--- src/hw/rtl/assert_macros.svh ---
// Assertion helpers for the RTL files; included by tsif_dp.sv.
`ifndef ASSERT_MACROS_SVH
`define ASSERT_MACROS_SVH

`ifndef SYNTH

// Same-cycle implication, disabled during reset.
`define ASSERT_IMPL(label, clk, rst_n, ante, cons, msg) \
    label: assert property (@(posedge clk) disable iff (!rst_n) (ante) |-> (cons)) \
        else $error(msg);

// Next-cycle implication, disabled during reset.
`define ASSERT_NEXT(label, clk, rst_n, ante, cons, msg) \
    label: assert property (@(posedge clk) disable iff (!rst_n) (ante) |=> (cons)) \
        else $error(msg);

`else

`define ASSERT_IMPL(label, clk, rst_n, ante, cons, msg)
`define ASSERT_NEXT(label, clk, rst_n, ante, cons, msg)

`endif

`endif

--- src/hw/rtl/tsif_pkg.sv ---
package tsif_pkg;

    localparam int unsigned DATA_W = 32;
    localparam int unsigned IDX_W  = 6;
    localparam int unsigned PADDR_W = 3;

    // Byte-address register map, decoded on paddr[2].
    localparam logic REG_TARGET_SUM = 1'b0;

    typedef enum logic [1:0] {
        ST_IDLE,
        ST_DECIDE,
        ST_READ,
        ST_CMP
    } tsif_state_t;

    // Controller to datapath
    typedef struct packed {
        logic capture;
        logic read_en;
        logic dec_ptr;
        logic store;
        logic set_answer;
        logic set_overflow;
        logic emit_hit;
        logic emit_miss;
        logic clear_set;
    } tsif_cmd_t;

    // Datapath to controller
    typedef struct packed {
        logic answer_given;
        logic full;
        logic empty;
        logic hit;
        logic ptr_zero;
        logic last;
    } tsif_sts_t;

endpackage

--- src/hw/rtl/tsif_regs.sv ---
module tsif_regs (
    input  logic                                clk,
    input  logic                                rst_n,
    input  logic                                psel,
    input  logic                                penable,
    input  logic                                pwrite,
    input  logic [tsif_pkg::PADDR_W-1:0]        paddr,
    input  logic [tsif_pkg::DATA_W-1:0]         pwdata,
    output logic [tsif_pkg::DATA_W-1:0]         prdata,
    output logic                                pready,
    output logic signed [tsif_pkg::DATA_W-1:0]  target_sum
);
    import tsif_pkg::*;

    logic signed [DATA_W-1:0] target_sum_reg;
    logic signed [DATA_W-1:0] target_sum_next;
    logic                     wr_en;

    assign pready = 1'b1;
    assign wr_en  = psel && penable && pwrite && pready;

    always_comb
    begin
        target_sum_next = target_sum_reg;
        if (wr_en && (paddr[2] == REG_TARGET_SUM))
        begin
            target_sum_next = pwdata;
        end
    end

    always_ff @(posedge clk or negedge rst_n)
    begin
        if (!rst_n)
        begin
            target_sum_reg <= '0;
        end
        else
        begin
            target_sum_reg <= target_sum_next;
        end
    end

    always_comb
    begin
        unique case (paddr[2])
            REG_TARGET_SUM: prdata = target_sum_reg;
            default:        prdata = '0;
        endcase
    end

    assign target_sum = target_sum_reg;

endmodule

--- src/hw/rtl/tsif_ctrl.sv ---
module tsif_ctrl (
    input  logic                clk,
    input  logic                rst_n,
    input  logic                start,
    output logic                busy,
    input  tsif_pkg::tsif_sts_t sts,
    output tsif_pkg::tsif_cmd_t cmd
);
    import tsif_pkg::*;

    tsif_state_t state_reg;
    tsif_state_t state_next;

    always_ff @(posedge clk or negedge rst_n)
    begin
        if (!rst_n)
        begin
            state_reg <= ST_IDLE;
        end
        else
        begin
            state_reg <= state_next;
        end
    end

    // Next state
    always_comb
    begin
        state_next = state_reg;
        unique case (state_reg)
            ST_IDLE:
            begin
                if (start)
                begin
                    state_next = ST_DECIDE;
                end
            end
            ST_DECIDE:
            begin
                if (sts.answer_given || sts.full || sts.empty)
                begin
                    state_next = ST_IDLE;
                end
                else
                begin
                    state_next = ST_READ;
                end
            end
            ST_READ:
            begin
                state_next = ST_CMP;
            end
            ST_CMP:
            begin
                if (sts.hit || sts.ptr_zero)
                begin
                    state_next = ST_IDLE;
                end
                else
                begin
                    state_next = ST_READ;
                end
            end
            default:
            begin
                state_next = ST_IDLE;
            end
        endcase
    end

    // Outputs
    always_comb
    begin
        cmd  = '0;
        busy = (state_reg != ST_IDLE);
        unique case (state_reg)
            ST_IDLE:
            begin
                cmd.capture = start;
            end
            ST_DECIDE:
            begin
                if (sts.answer_given)
                begin
                    cmd.clear_set = sts.last;
                end
                else if (sts.full)
                begin
                    cmd.set_overflow = 1'b1;
                    cmd.emit_miss    = sts.last;
                    cmd.clear_set    = sts.last;
                end
                else if (sts.empty)
                begin
                    cmd.store     = 1'b1;
                    cmd.emit_miss = sts.last;
                    cmd.clear_set = sts.last;
                end
                else
                begin
                    cmd.read_en = 1'b1;
                end
            end
            ST_READ:
            begin
                // read data is registered on entry here and compared in the compare state
            end
            ST_CMP:
            begin
                if (sts.hit)
                begin
                    cmd.emit_hit   = 1'b1;
                    cmd.set_answer = 1'b1;
                    cmd.clear_set  = sts.last;
                end
                else if (sts.ptr_zero)
                begin
                    cmd.store     = 1'b1;
                    cmd.emit_miss = sts.last;
                    cmd.clear_set = sts.last;
                end
                else
                begin
                    cmd.dec_ptr = 1'b1;
                    cmd.read_en = 1'b1;
                end
            end
            default:
            begin
                cmd = '0;
            end
        endcase
    end

endmodule

--- src/hw/rtl/tsif_dp.sv ---
`include "assert_macros.svh"

module tsif_dp #(
    parameter int unsigned MAX_ITEMS = 64
) (
    input  logic                                clk,
    input  logic                                rst_n,
    input  logic signed [tsif_pkg::DATA_W-1:0]  value,
    input  logic                                last,
    input  logic signed [tsif_pkg::DATA_W-1:0]  target_sum,
    input  tsif_pkg::tsif_cmd_t                 cmd,
    output tsif_pkg::tsif_sts_t                 sts,
    output logic                                done,
    output logic                                found,
    output logic [tsif_pkg::IDX_W-1:0]          first_index,
    output logic [tsif_pkg::IDX_W-1:0]          second_index,
    output logic                                overflow
);
    import tsif_pkg::*;

    localparam int unsigned AW = $clog2(MAX_ITEMS);
    localparam int unsigned CW = $clog2(MAX_ITEMS + 1);

    logic [DATA_W-1:0]        mem [MAX_ITEMS];
    logic [DATA_W-1:0]        rd_data_reg;

    logic [DATA_W-1:0]        value_reg;
    logic                     last_reg;
    logic signed [DATA_W:0]   comp_reg;
    logic signed [DATA_W:0]   comp_next;

    logic [AW-1:0]            ptr_reg;
    logic [AW-1:0]            ptr_next;
    logic [CW-1:0]            count_reg;
    logic [CW-1:0]            count_next;
    logic [CW-1:0]            count_dec;
    logic                     answer_reg;
    logic                     answer_next;
    logic                     ovf_reg;
    logic                     ovf_next;

    logic                     done_reg;
    logic                     found_reg;
    logic [IDX_W-1:0]         first_reg;
    logic [IDX_W-1:0]         second_reg;
    logic                     ovf_out_reg;

    logic [AW+IDX_W-1:0]      ptr_ext;
    logic [CW+IDX_W-1:0]      count_ext;

    // Exact 33-bit complement; cannot wrap.
    assign comp_next = {target_sum[DATA_W-1], target_sum} - {value[DATA_W-1], value};
    assign count_dec = count_reg - CW'(1);

    always_ff @(posedge clk)
    begin
        if (cmd.capture)
        begin
            value_reg <= value;
            last_reg  <= last;
            comp_reg  <= comp_next;
        end
    end

    // Value store: one write port, one registered read port.
    always_ff @(posedge clk)
    begin
        if (cmd.store)
        begin
            mem[count_reg[AW-1:0]] <= value_reg;
        end
        if (cmd.read_en)
        begin
            rd_data_reg <= mem[ptr_next];
        end
    end

    // Scan runs from the latest stored entry downward.
    always_comb
    begin
        ptr_next = ptr_reg;
        if (cmd.capture)
        begin
            ptr_next = count_dec[AW-1:0];
        end
        else if (cmd.dec_ptr)
        begin
            ptr_next = ptr_reg - AW'(1);
        end
    end

    always_comb
    begin
        count_next  = count_reg;
        answer_next = answer_reg;
        ovf_next    = ovf_reg;
        if (cmd.store)
        begin
            count_next = count_reg + CW'(1);
        end
        if (cmd.set_answer)
        begin
            answer_next = 1'b1;
        end
        if (cmd.set_overflow)
        begin
            ovf_next = 1'b1;
        end
        if (cmd.clear_set)
        begin
            count_next  = '0;
            answer_next = 1'b0;
            ovf_next    = 1'b0;
        end
    end

    always_ff @(posedge clk or negedge rst_n)
    begin
        if (!rst_n)
        begin
            ptr_reg    <= '0;
            count_reg  <= '0;
            answer_reg <= 1'b0;
            ovf_reg    <= 1'b0;
            done_reg   <= 1'b0;
        end
        else
        begin
            ptr_reg    <= ptr_next;
            count_reg  <= count_next;
            answer_reg <= answer_next;
            ovf_reg    <= ovf_next;
            done_reg   <= cmd.emit_hit || cmd.emit_miss;
        end
    end

    // Indices are reported modulo 64.
    assign ptr_ext   = {{IDX_W{1'b0}}, ptr_reg};
    assign count_ext = {{IDX_W{1'b0}}, count_reg};

    always_ff @(posedge clk)
    begin
        if (cmd.emit_hit)
        begin
            found_reg   <= 1'b1;
            first_reg   <= ptr_ext[IDX_W-1:0];
            second_reg  <= count_ext[IDX_W-1:0];
            ovf_out_reg <= ovf_reg;
        end
        else if (cmd.emit_miss)
        begin
            found_reg   <= 1'b0;
            first_reg   <= '0;
            second_reg  <= '0;
            ovf_out_reg <= ovf_reg || cmd.set_overflow;
        end
    end

    assign sts.answer_given = answer_reg;
    assign sts.full         = (count_reg == CW'(MAX_ITEMS));
    assign sts.empty        = (count_reg == '0);
    assign sts.hit          = ({rd_data_reg[DATA_W-1], rd_data_reg} == comp_reg);
    assign sts.ptr_zero     = (ptr_reg == '0);
    assign sts.last         = last_reg;

    assign done         = done_reg;
    assign found        = found_reg;
    assign first_index  = first_reg;
    assign second_index = second_reg;
    assign overflow     = ovf_out_reg;

    `ASSERT_IMPL(a_count_bound, clk, rst_n, 1'b1, count_reg <= CW'(MAX_ITEMS), "count past capacity")
    `ASSERT_IMPL(a_store_room, clk, rst_n, cmd.store, count_reg < CW'(MAX_ITEMS), "store when full")
    `ASSERT_IMPL(a_one_answer, clk, rst_n, cmd.emit_hit, !answer_reg, "second answer in one set")
    `ASSERT_NEXT(a_strobe_pulse, clk, rst_n, done_reg, !done_reg, "result strobe held")

endmodule

--- src/hw/rtl/two_sum_index_finder_core.sv ---
// Channel   | Signals                                   | Direction | Handshake
// ----------+-------------------------------------------+-----------+-------------------------
// item      | start, busy, value, last                  | in        | start && !busy
// result    | done, found, first_index, second_index,   | out       | done, one cycle
//           | overflow                                  |           |
// config    | psel, penable, pwrite, paddr, pwdata,     | in/out    | APB, pready tied high
//           | prdata, pready                            |           |
//
// Sequence: an item whose set is empty, full or already answered is decided
//   without a scan; otherwise stored entries are compared latest-first, at most
//   the set size. Each compared entry passes a read state, then a compare state,
//   as the value store has a single registered read port.
// Reset: rst_n clears the set and target_sum; the value store is not cleared.
// Stalls: busy is high while a transaction is in flight; the result strobe is
//   never held off.
module two_sum_index_finder_core #(
    parameter int unsigned MAX_ITEMS = 64
) (
    input  logic                                clk,
    input  logic                                rst_n,
    // item transaction
    input  logic                                start,
    output logic                                busy,
    input  logic signed [tsif_pkg::DATA_W-1:0]  value,
    input  logic                                last,
    // result transaction
    output logic                                done,
    output logic                                found,
    output logic [tsif_pkg::IDX_W-1:0]          first_index,
    output logic [tsif_pkg::IDX_W-1:0]          second_index,
    output logic                                overflow,
    // register port
    input  logic                                psel,
    input  logic                                penable,
    input  logic                                pwrite,
    input  logic [tsif_pkg::PADDR_W-1:0]        paddr,
    input  logic [tsif_pkg::DATA_W-1:0]         pwdata,
    output logic [tsif_pkg::DATA_W-1:0]         prdata,
    output logic                                pready
);
    import tsif_pkg::*;

    tsif_cmd_t                cmd;
    tsif_sts_t                sts;
    logic signed [DATA_W-1:0] target_sum;

    // target_sum register; must only be written while idle, which the block does not enforce
    tsif_regs u_regs (
        .clk        (clk),
        .rst_n      (rst_n),
        .psel       (psel),
        .penable    (penable),
        .pwrite     (pwrite),
        .paddr      (paddr),
        .pwdata     (pwdata),
        .prdata     (prdata),
        .pready     (pready),
        .target_sum (target_sum)
    );

    // Sequencer: decide, then scan stored entries latest-first
    tsif_ctrl u_ctrl (
        .clk   (clk),
        .rst_n (rst_n),
        .start (start),
        .busy  (busy),
        .sts   (sts),
        .cmd   (cmd)
    );

    // Value store, complement compare, set bookkeeping, result registers
    tsif_dp #(
        .MAX_ITEMS (MAX_ITEMS)
    ) u_dp (
        .clk          (clk),
        .rst_n        (rst_n),
        .value        (value),
        .last         (last),
        .target_sum   (target_sum),
        .cmd          (cmd),
        .sts          (sts),
        .done         (done),
        .found        (found),
        .first_index  (first_index),
        .second_index (second_index),
        .overflow     (overflow)
    );

endmodule

--- config.mk ---
export PLATFORM = sky130hd
export DESIGN_NAME = two_sum_index_finder_core
export DESIGN_NICKNAME = d
export VERILOG_FILES = /design/src/hw/rtl/tsif_pkg.sv /design/src/hw/rtl/tsif_regs.sv /design/src/hw/rtl/tsif_ctrl.sv /design/src/hw/rtl/tsif_dp.sv /design/src/hw/rtl/two_sum_index_finder_core.sv
export VERILOG_INCLUDE_DIRS = /design/src /design/src/hw/rtl
export SDC_FILE = /design/constraint.sdc
export NUM_CORES = 2
export LEC_CHECK = 0
export ABC_AREA = 1
export ABC_CLOCK_PERIOD_IN_PS = 12000
export BUFFER_PORTS_ARGS = -buffer_cell sky130_fd_sc_hd__buf_2
export CORE_ASPECT_RATIO = 1.75
export CORE_MARGIN = 2
export CORE_UTILIZATION = 40
export CTS_BUF_LIST = sky130_fd_sc_hd__clkbuf_8
export CTS_CLUSTER_DIAMETER = 120
export DETAILED_ROUTE_END_ITERATION = 12
export GPL_TIMING_DRIVEN = 0
export HOLD_SLACK_MARGIN = 0.02
export PLACE_DENSITY = 0.61
export SLEW_MARGIN = 20
export SYNTH_ARGS = -nofsm -noshare
export SYNTH_HDL_FRONTEND = slang
export SYNTH_SLANG_ARGS = --single-unit
--- constraint.sdc ---
create_clock -name clk -period 12 [get_ports clk]
set_input_delay 0.6 -clock clk [delete_from_list [all_inputs] [get_ports clk]]
set_output_delay 0.6 -clock clk [all_outputs]
set_load 0.1 [all_outputs]
==> results_dict.tcl <==
set metrics [dict create \
    cts_tree "yes" \
    netlist_area_mm2 0.0977 \
    place.gp.congestion 1.06 \
    ys_seq_area_frac 0.677 \
    rsz0062_at_grt "no" \
    slew_viol_final 0 \
    maxSlewHeadroom 0.147 \
    std_cell_rows 240 \
    die-area_mm2 0.248 \
    total_leakage_power_nw 45.1 \
    final.setup.tns_ns 0 \
    cts_buffer_depth 4 \
    wire_per_inst_um 26.2 \
    synth_common_cells "edfxtp_1 (2,159), nand3_1 (2,158), nand2_1 (1,408)" \
    cap_violations 0 \
    min_period_over_period 0.493 \
    portBuffers 118 \
    grt_max_degree 38 \
    synth.largest_area_cell "edfxtp_1" \
    hp-class "in -> async" \
    placed_area_mm2 0.107 \
    outcome "completed" \
    insertion_delay_ns 0.99 \
    ctsResizeCount 0 \
    syn-mean-instance-area_um2 11.0 \
    synth-edff-count 2159 \
    finClkSkew_ns 0.0732 \
    grt_usage 0.272 \
    drive_above_1_share 0.117 \
    cts_buffers 316 \
    overflow 0 \
    coreArea_mm2 0.244 \
    cp-end-kind "flip-flop" \
    period_needed_ns 5.92 \
    drt-total-wl_mm 343 \
    ys_async_sr_fraction 0.0226 \
    num_vias 70300 \
    yosysUniqueCellTypes 46 \
    design_area_mm2 0.113 \
    slowest_delay_ns 0.83 \
    die_w_um 378 \
    grt_pass1_wl_mm 480 \
    worstReg2RegStart "u_dp.count_reg[0]" \
    cts.clk_slew.worst_paths_ns 0.08 \
    ir_drop_mv 0.148 \
    nFillCells 22100 \
    synth.most_common_cell "edfxtp_1" \
    die_h_um 658 \
    h-tree-depth 5 \
    yosysWarnings 0 \
    ant_nets 0 \
    ys_ff_latch 2210 \
    drt-initial-drc-count 7028 \
    worstPathMaxFanout 10 \
    cts.sinks 2210 \
    cp.arrival_ns 6.60 \
    startpoint "u_dp.count_reg[0]" \
    cts-root-buf "clkbuf_8" \
    max_freq_mhz 169 \
    ys.flop_type "edfxtp_1" \
    hold_violations 0 \
    grt_pass1_vias 70100 \
    viasPerCell 5.37 \
    cpMostUsedCell "nand3_1" \
    setup_viol 0 \
    synth_top_area_share 0.664 \
    start_kind "flip-flop" \
    worstMarginPinSlew_ns 1.28 \
    path_class "reg -> reg" \
    antenna_found_initial 19 \
    drc_errors 0 \
    powerDensity_mw_per_mm2 276 \
    nNetsFinal 9688 \
    dr.pass1.iters 6 \
    synthCells 8852 \
    initial_core_util 0.401 \
    synth.area.top_cells "edfxtp_1 (66%), nand3_1 (11%), nand2_1 (5.4%), inv_1 (5.3%), nand3b_1 (5.2%)" \
    ios 123 \
    largest_reg_flops 2048 \
    syn2layout_area_growth_pct 16.2 \
    cp_slowest_cell "o21ai_2" \
    post-dp-hpwl_mm 259 \
    cp_cell_sequence "clkbuf_1, clkinv_1, ha_1, xor2_1, o21ai_2, buf_2, clkbuf_1, nand3_1, nand3_1, nand3_1, nand3_1, nand2_1" \
    synth_nets 8963 \
    required_ns 12.69 \
]
through the flow:
| step | setup WS, ns | hold slack, ns | power, mW | utilization | instances |
|---|---|---|---|---|---|
| 3_3_place_gp | 2.85 | 0.434 | 24.7 | 0.420 | 12200 |
| 3_5_place_dp | 6.53 | 0.445 | 25.1 | 0.439 | 12500 |
| 5_1_grt | 6.11 | 0.165 | 32.3 | 0.466 | 13100 |
| 6_report | 6.08 | 0.168 | 31.3 | 0.466 | 13100 |
| 2_1_floorplan | 6.72 | 0.304 | 17.8 | - | 8852 |
| 4_1_cts | 6.49 | 0.117 | 30.9 | 0.466 | 13100 |
final timing paths:
path / endpoint / slack (ns) / depth (start not counted)
max: u_dp.rd_data_reg[15] / 6.08 / 12
min: u_dp.ptr_reg[5] / 0.17 / 3
max reg2reg: u_dp.rd_data_reg[15] / 6.08 / 12
min reg2reg: u_dp.found / 0.46 / 2
max in group asynchronous: u_regs.target_sum[12] / 10.83 / 3
min in group clk: u_regs.target_sum[0] / 0.32 / 4
final cells by class:
class / count / area [µm²] / area share
antenna: 24 / 60.1 / 0.000529
buffer: 557 / 2550 / 0.0225
clock buffer: 334 / 4600 / 0.0405
clock inverter: 222 / 1250 / 0.0110
inverter: 1393 / 5230 / 0.0461
multi-input combinational: 4692 / 24300 / 0.214
sequential: 2210 / 66100 / 0.582
tap: 3267 / 4090 / 0.0360
timing repair buffer: 407 / 5330 / 0.0469
timing repair:
item	CTS	global route
hold buffers	68	0
endpoints found under the hold margin	116	0
setup buffers	0	0
setup endpoints to repair	0	0
metal layers:
metal  GRT usage  routed length, µm  vias to the layer above
met3      0.0493              24700                     1100
li1            -                  -                    31700
met2       0.467             170000                     3366
met1       0.273             110000                    34200
met4       0.265              38800                        6
met5           0                 37                        -
critical path: cells and delay by family (launching register included):
family / cells / cell delay (ns)
flops: 1 / 0.36
xor+xnor: 1 / 0.15
compound gates: 1 / 0.83
simple gates: 5 / 1.67
fa+ha+maj: 1 / 0.40
buf+inv: 4 / 2.12
kinds of logic (layout without fill, tap and decap cells):
logic type      count (synthesis)  count (layout)  synth area share
compound gates                129             129           0.00735
simple gates                 4463            4463             0.226
buf+inv                      1950            2913            0.0795
xor+xnor                       62              62           0.00556
fa+ha+maj                      37              37           0.00482
other cells                     1              25         0.0000384
flops                        2210            2210             0.677
cells in the final DEF (no fill, tap or decap), types with 74 or more instances in the layout:
cell type / count
clkbuf_1: 184
nand3_1: 2158
buf_2: 424
buf_8: 113
a21oi_1: 74
nand3b_1: 673
nor2_1: 127
clkbuf_8: 334
edfxtp_1: 2159
nand2_1: 1407
inv_1: 1477
power by group:
part | total [mW] | switching, mW | internal, mW
registers | 9.19 | 0.172 | 9.02
clock network | 5.79 | 2.95 | 2.84
logic | 16.4 | 12.4 | 3.96
total | 31.3 | 15.5 | 15.8
No activity file was read; power rests on OpenSTA's default activity.
